### src/mahr_pkg.sv
// Shared types and codes for the multichannel audio history ring.
// Holds operation codes and the controller/datapath command and status words.
// No dependencies.
`default_nettype none

package mahr_pkg;

  localparam logic [1:0] OP_WRITE = 2'd0;
  localparam logic [1:0] OP_READ  = 2'd1;
  localparam logic [1:0] OP_CLEAR = 2'd2;

  typedef struct packed {
    logic write;
    logic clear_init;
    logic clear_step;
    logic read_load;
    logic read_step;
    logic emit_error;
  } mahr_cmd_t;

  typedef struct packed {
    logic req_ok;
    logic read_last;
    logic clear_done;
  } mahr_sts_t;

endpackage

`default_nettype wire

### src/mahr_ctrl.sv
// Controller state machine of the history ring: sequences writes, reads and clears.
// Depends on mahr_pkg for operation codes and the command/status words.
`default_nettype none

module mahr_ctrl (
  input  wire logic                 clk,
  input  wire logic                 rst,
  input  wire logic                 start,
  input  wire logic [1:0]           op,
  input  wire mahr_pkg::mahr_sts_t  sts,
  output logic                      busy,
  output mahr_pkg::mahr_cmd_t       cmd
);

  localparam logic [1:0] ST_IDLE  = 2'd0;
  localparam logic [1:0] ST_CLEAR = 2'd1;
  localparam logic [1:0] ST_READ  = 2'd2;

  logic [1:0] state;
  logic [1:0] state_next;
  logic       accept;

  assign busy   = (state != ST_IDLE);
  assign accept = start && (state == ST_IDLE);

  always_comb begin
    state_next = state;
    cmd        = '0;
    case (state)
      ST_IDLE: begin
        if (accept) begin
          case (op)
            mahr_pkg::OP_WRITE: begin
              cmd.write = 1'b1;
            end
            mahr_pkg::OP_CLEAR: begin
              cmd.clear_init = 1'b1;
              state_next     = ST_CLEAR;
            end
            mahr_pkg::OP_READ: begin
              if (sts.req_ok) begin
                cmd.read_load = 1'b1;
                state_next    = ST_READ;
              end else begin
                cmd.emit_error = 1'b1;
              end
            end
            default: begin
            end
          endcase
        end
      end
      ST_CLEAR: begin
        cmd.clear_step = 1'b1;
        if (sts.clear_done) begin
          state_next = ST_IDLE;
        end
      end
      ST_READ: begin
        cmd.read_step = 1'b1;
        if (sts.read_last) begin
          state_next = ST_IDLE;
        end
      end
      default: begin
        state_next = ST_IDLE;
      end
    endcase
  end

  always_ff @(posedge clk) begin
    if (rst) begin
      state <= ST_CLEAR;
    end else begin
      state <= state_next;
    end
  end

endmodule

`default_nettype wire

### config.mk
export PLATFORM = sky130hd
export DESIGN_NAME = mahr_ctrl
export DESIGN_NICKNAME = d
export VERILOG_FILES = /design/src/mahr_pkg.sv /design/src/mahr_ctrl.sv
export SDC_FILE = /design/constraint.sdc
export NUM_CORES = 1
export LEC_CHECK = 0
export BUFFER_PORTS_ARGS = -buffer_cell sky130_fd_sc_hd__clkbuf_2
export CORE_AREA = 2 2 39 41
export CTS_CLUSTER_DIAMETER = 30
export CTS_CLUSTER_SIZE = 8
export DETAILED_ROUTE_END_ITERATION = 8
export DIE_AREA = 0 0 41 43
export SYNTH_ARGS = -nofsm -noshare
export SYNTH_HDL_FRONTEND = slang
export SYNTH_SLANG_ARGS = --single-unit
### constraint.sdc
create_clock -name clk -period 3.6 [get_ports clk]
set_clock_uncertainty 0.05 [all_clocks]
set_input_delay 0.36 -clock clk [delete_from_list [all_inputs] [get_ports clk]]
set_output_delay 0.36 -clock clk [all_outputs]
set_load 0.02 [all_outputs]
==> impl_metrics.tcl <==
set metrics [dict create \
    gp_congestion 0.610 \
    vias_per_cell 3.57 \
    ant_nets 0 \
    top_register "state" \
    worst_setup_path_start_kind "flip-flop" \
    dp_cells 46 \
    synth.area.top_cells "dfxtp_1 (28%), or4b_4 (9.6%), o31ai_2 (8.7%), a221o_1 (7.0%), or4b_2 (7.0%)" \
    synth_top_area_frac 0.278 \
    hold_buffers 0 \
    cts_setup_buffers 0 \
    setup-tns-final_ps 0 \
    cts_max_path_buffers 2 \
    clock_latency_ps 220 \
    cts_buffers 3 \
    synthFlopType "dfxtp_1" \
    grt_max_degree 7 \
    finalCritPeriodShare 0.539 \
    crit_chain "or4b_4 -> nor3b_1 -> clkbuf_2" \
    nets 43 \
    grt_pass1_vias 177 \
    area_growth_pct 78.3 \
    setup_viol 0 \
    finalNonFillerCells 49 \
    design_area_um2 256 \
    routed-via-count 175 \
    critPathTopFamily "simple AND/OR/NAND/NOR gates" \
    status "finished, final reports clean" \
    drt_first_pass_iters 2 \
    ys_ff_latch 2 \
    start_util 0.104 \
    synth_top_area_cell "dfxtp_1" \
    syn-instance-count 16 \
    cts_resized 0 \
    synth_commonest_cells "dfxtp_1 (2), nor2_1 (2)" \
    synth_edf_count 0 \
    max_freq_ghz 0.515 \
    crit_path_end_kind "output port" \
    dp_hpwl_um 355 \
    wl_per_cell_um 8.76 \
    cp_max_fo 6 \
    timing.slew.headroom 0.764 \
    synth_area_um2 144 \
    drt-initial-drc-count 5 \
    track_usage 0.0671 \
    dieWidth_um 41 \
    largest_reg_flops 2 \
    worstMarginPinSlew_ps 349 \
    coreArea_mm2 0.00138 \
    cp.required_ps 3190 \
    cap_violations 0 \
    grt_setup_unrepaired "false" \
    yosysSeqAreaShare 0.278 \
    cts_max_level 1 \
    cts_root_buf "clkbuf_4" \
    antenna_found_initial 0 \
    peakVddDrop_uv 76.2 \
    drv_slew 0 \
    reg.largest.list "state x2" \
    clk_pin_slew_ps 30 \
    drt-total-wl_um 429 \
    synth_cell_types 14 \
    cellPowerDensity_mw_per_mm2 350 \
    chipHeight_um 43 \
    synth_fp_nets 24 \
    io_pins 15 \
    fin_crit_ps 1940 \
    num_antenna_cells 0 \
    fp.dieArea_mm2 0.00176 \
    route.detailed.drc 0 \
    rows 14 \
    async_reset_ff_frac 0 \
    crit_buf_inv 1 \
    critical-path-max-stage-delay_ps 580 \
    total_power_uw 89.8 \
    avgSynthCellArea_um2 8.99 \
    grt_overflow 0 \
    postPlaceCellArea_um2 234 \
    holdCritPathClass "in -> reg" \
    grt_pass1_wl_um 717 \
    fillers 155 \
    clock-sinks 2 \
    ys_warn_count 0 \
    numPortBuffers 14 \
    power.leakage_uw 0.000126 \
    arrival_ps 1530 \
    drive_gt1_frac 0.636 \
    finalHoldViolations 0 \
    tritoncts "yes" \
    rrSetupSlack_ps 2320 \
    critPathSlowestCell "or4b_4" \
    worstSetupPathType "reg -> out" \
]
layout by cell type, fill, tap and decap left out:
cell and n:
inv_1 1, nor4b_1 1, and2_1 1, clkbuf_4 3, and2b_1 1, dfxtp_1 2
clkbuf_2 14, nand2_1 1, or4b_2 1, or2_2 1, nor3b_1 1, o31ai_2 1
or4b_4 1, nor2_1 2, a221o_1 1, nor2b_1 1
final cells by class:
class,count,area [µm²],area share
clock buffers,3,22.5,0.0878
inverters,1,3.75,0.0146
repair buffers,14,70.1,0.273
multi-input cells,13,100,0.390
well taps,16,20.0,0.0780
flip-flops and latches,2,40.0,0.156
logic make-up after synthesis:
group,Yosys count,share of synthesized area
simple gates,11,0.539
flops,2,0.278
compound gates,2,0.157
buf+inv,1,0.0261
where the power goes:
| group | switching, µW | internal, µW | leakage [µW] |
|---|---|---|---|
| logic | 8.80 | 7.76 | 0.0000955 |
| clock network | 11.9 | 36.7 | 0.0000138 |
| registers | 1.32 | 23.4 | 0.0000165 |
worst paths after layout:
check                           cells after the start       end     start
worst min register to register                      2  state[1]  state[0]
worst min-delay path                                2  state[1]       rst
worst max register to register                      2  state[1]  state[1]
worst max-delay path                                3    cmd[0]  state[1]
routing by layer:
metal  up-vias  share of wire  track usage
met5         -              0            0
met4         0              0       0.0800
met3         0           0.11       0.0314
met2        11           0.40       0.0688
met1        70           0.48       0.0860
li1         94              -            -
through the flow:
stage / setup slack [ps] / utilization / hold WS [ps]
detailed placement: 1830 / 0.169 / 557
floorplan: 1780 / - / 407
finish: 1660 / 0.185 / 330
global placement: 1840 / 0.169 / 547
CTS: 1650 / 0.185 / 320
global route: 1600 / 0.185 / 345
No activity file was read; power rests on OpenSTA's default activity.
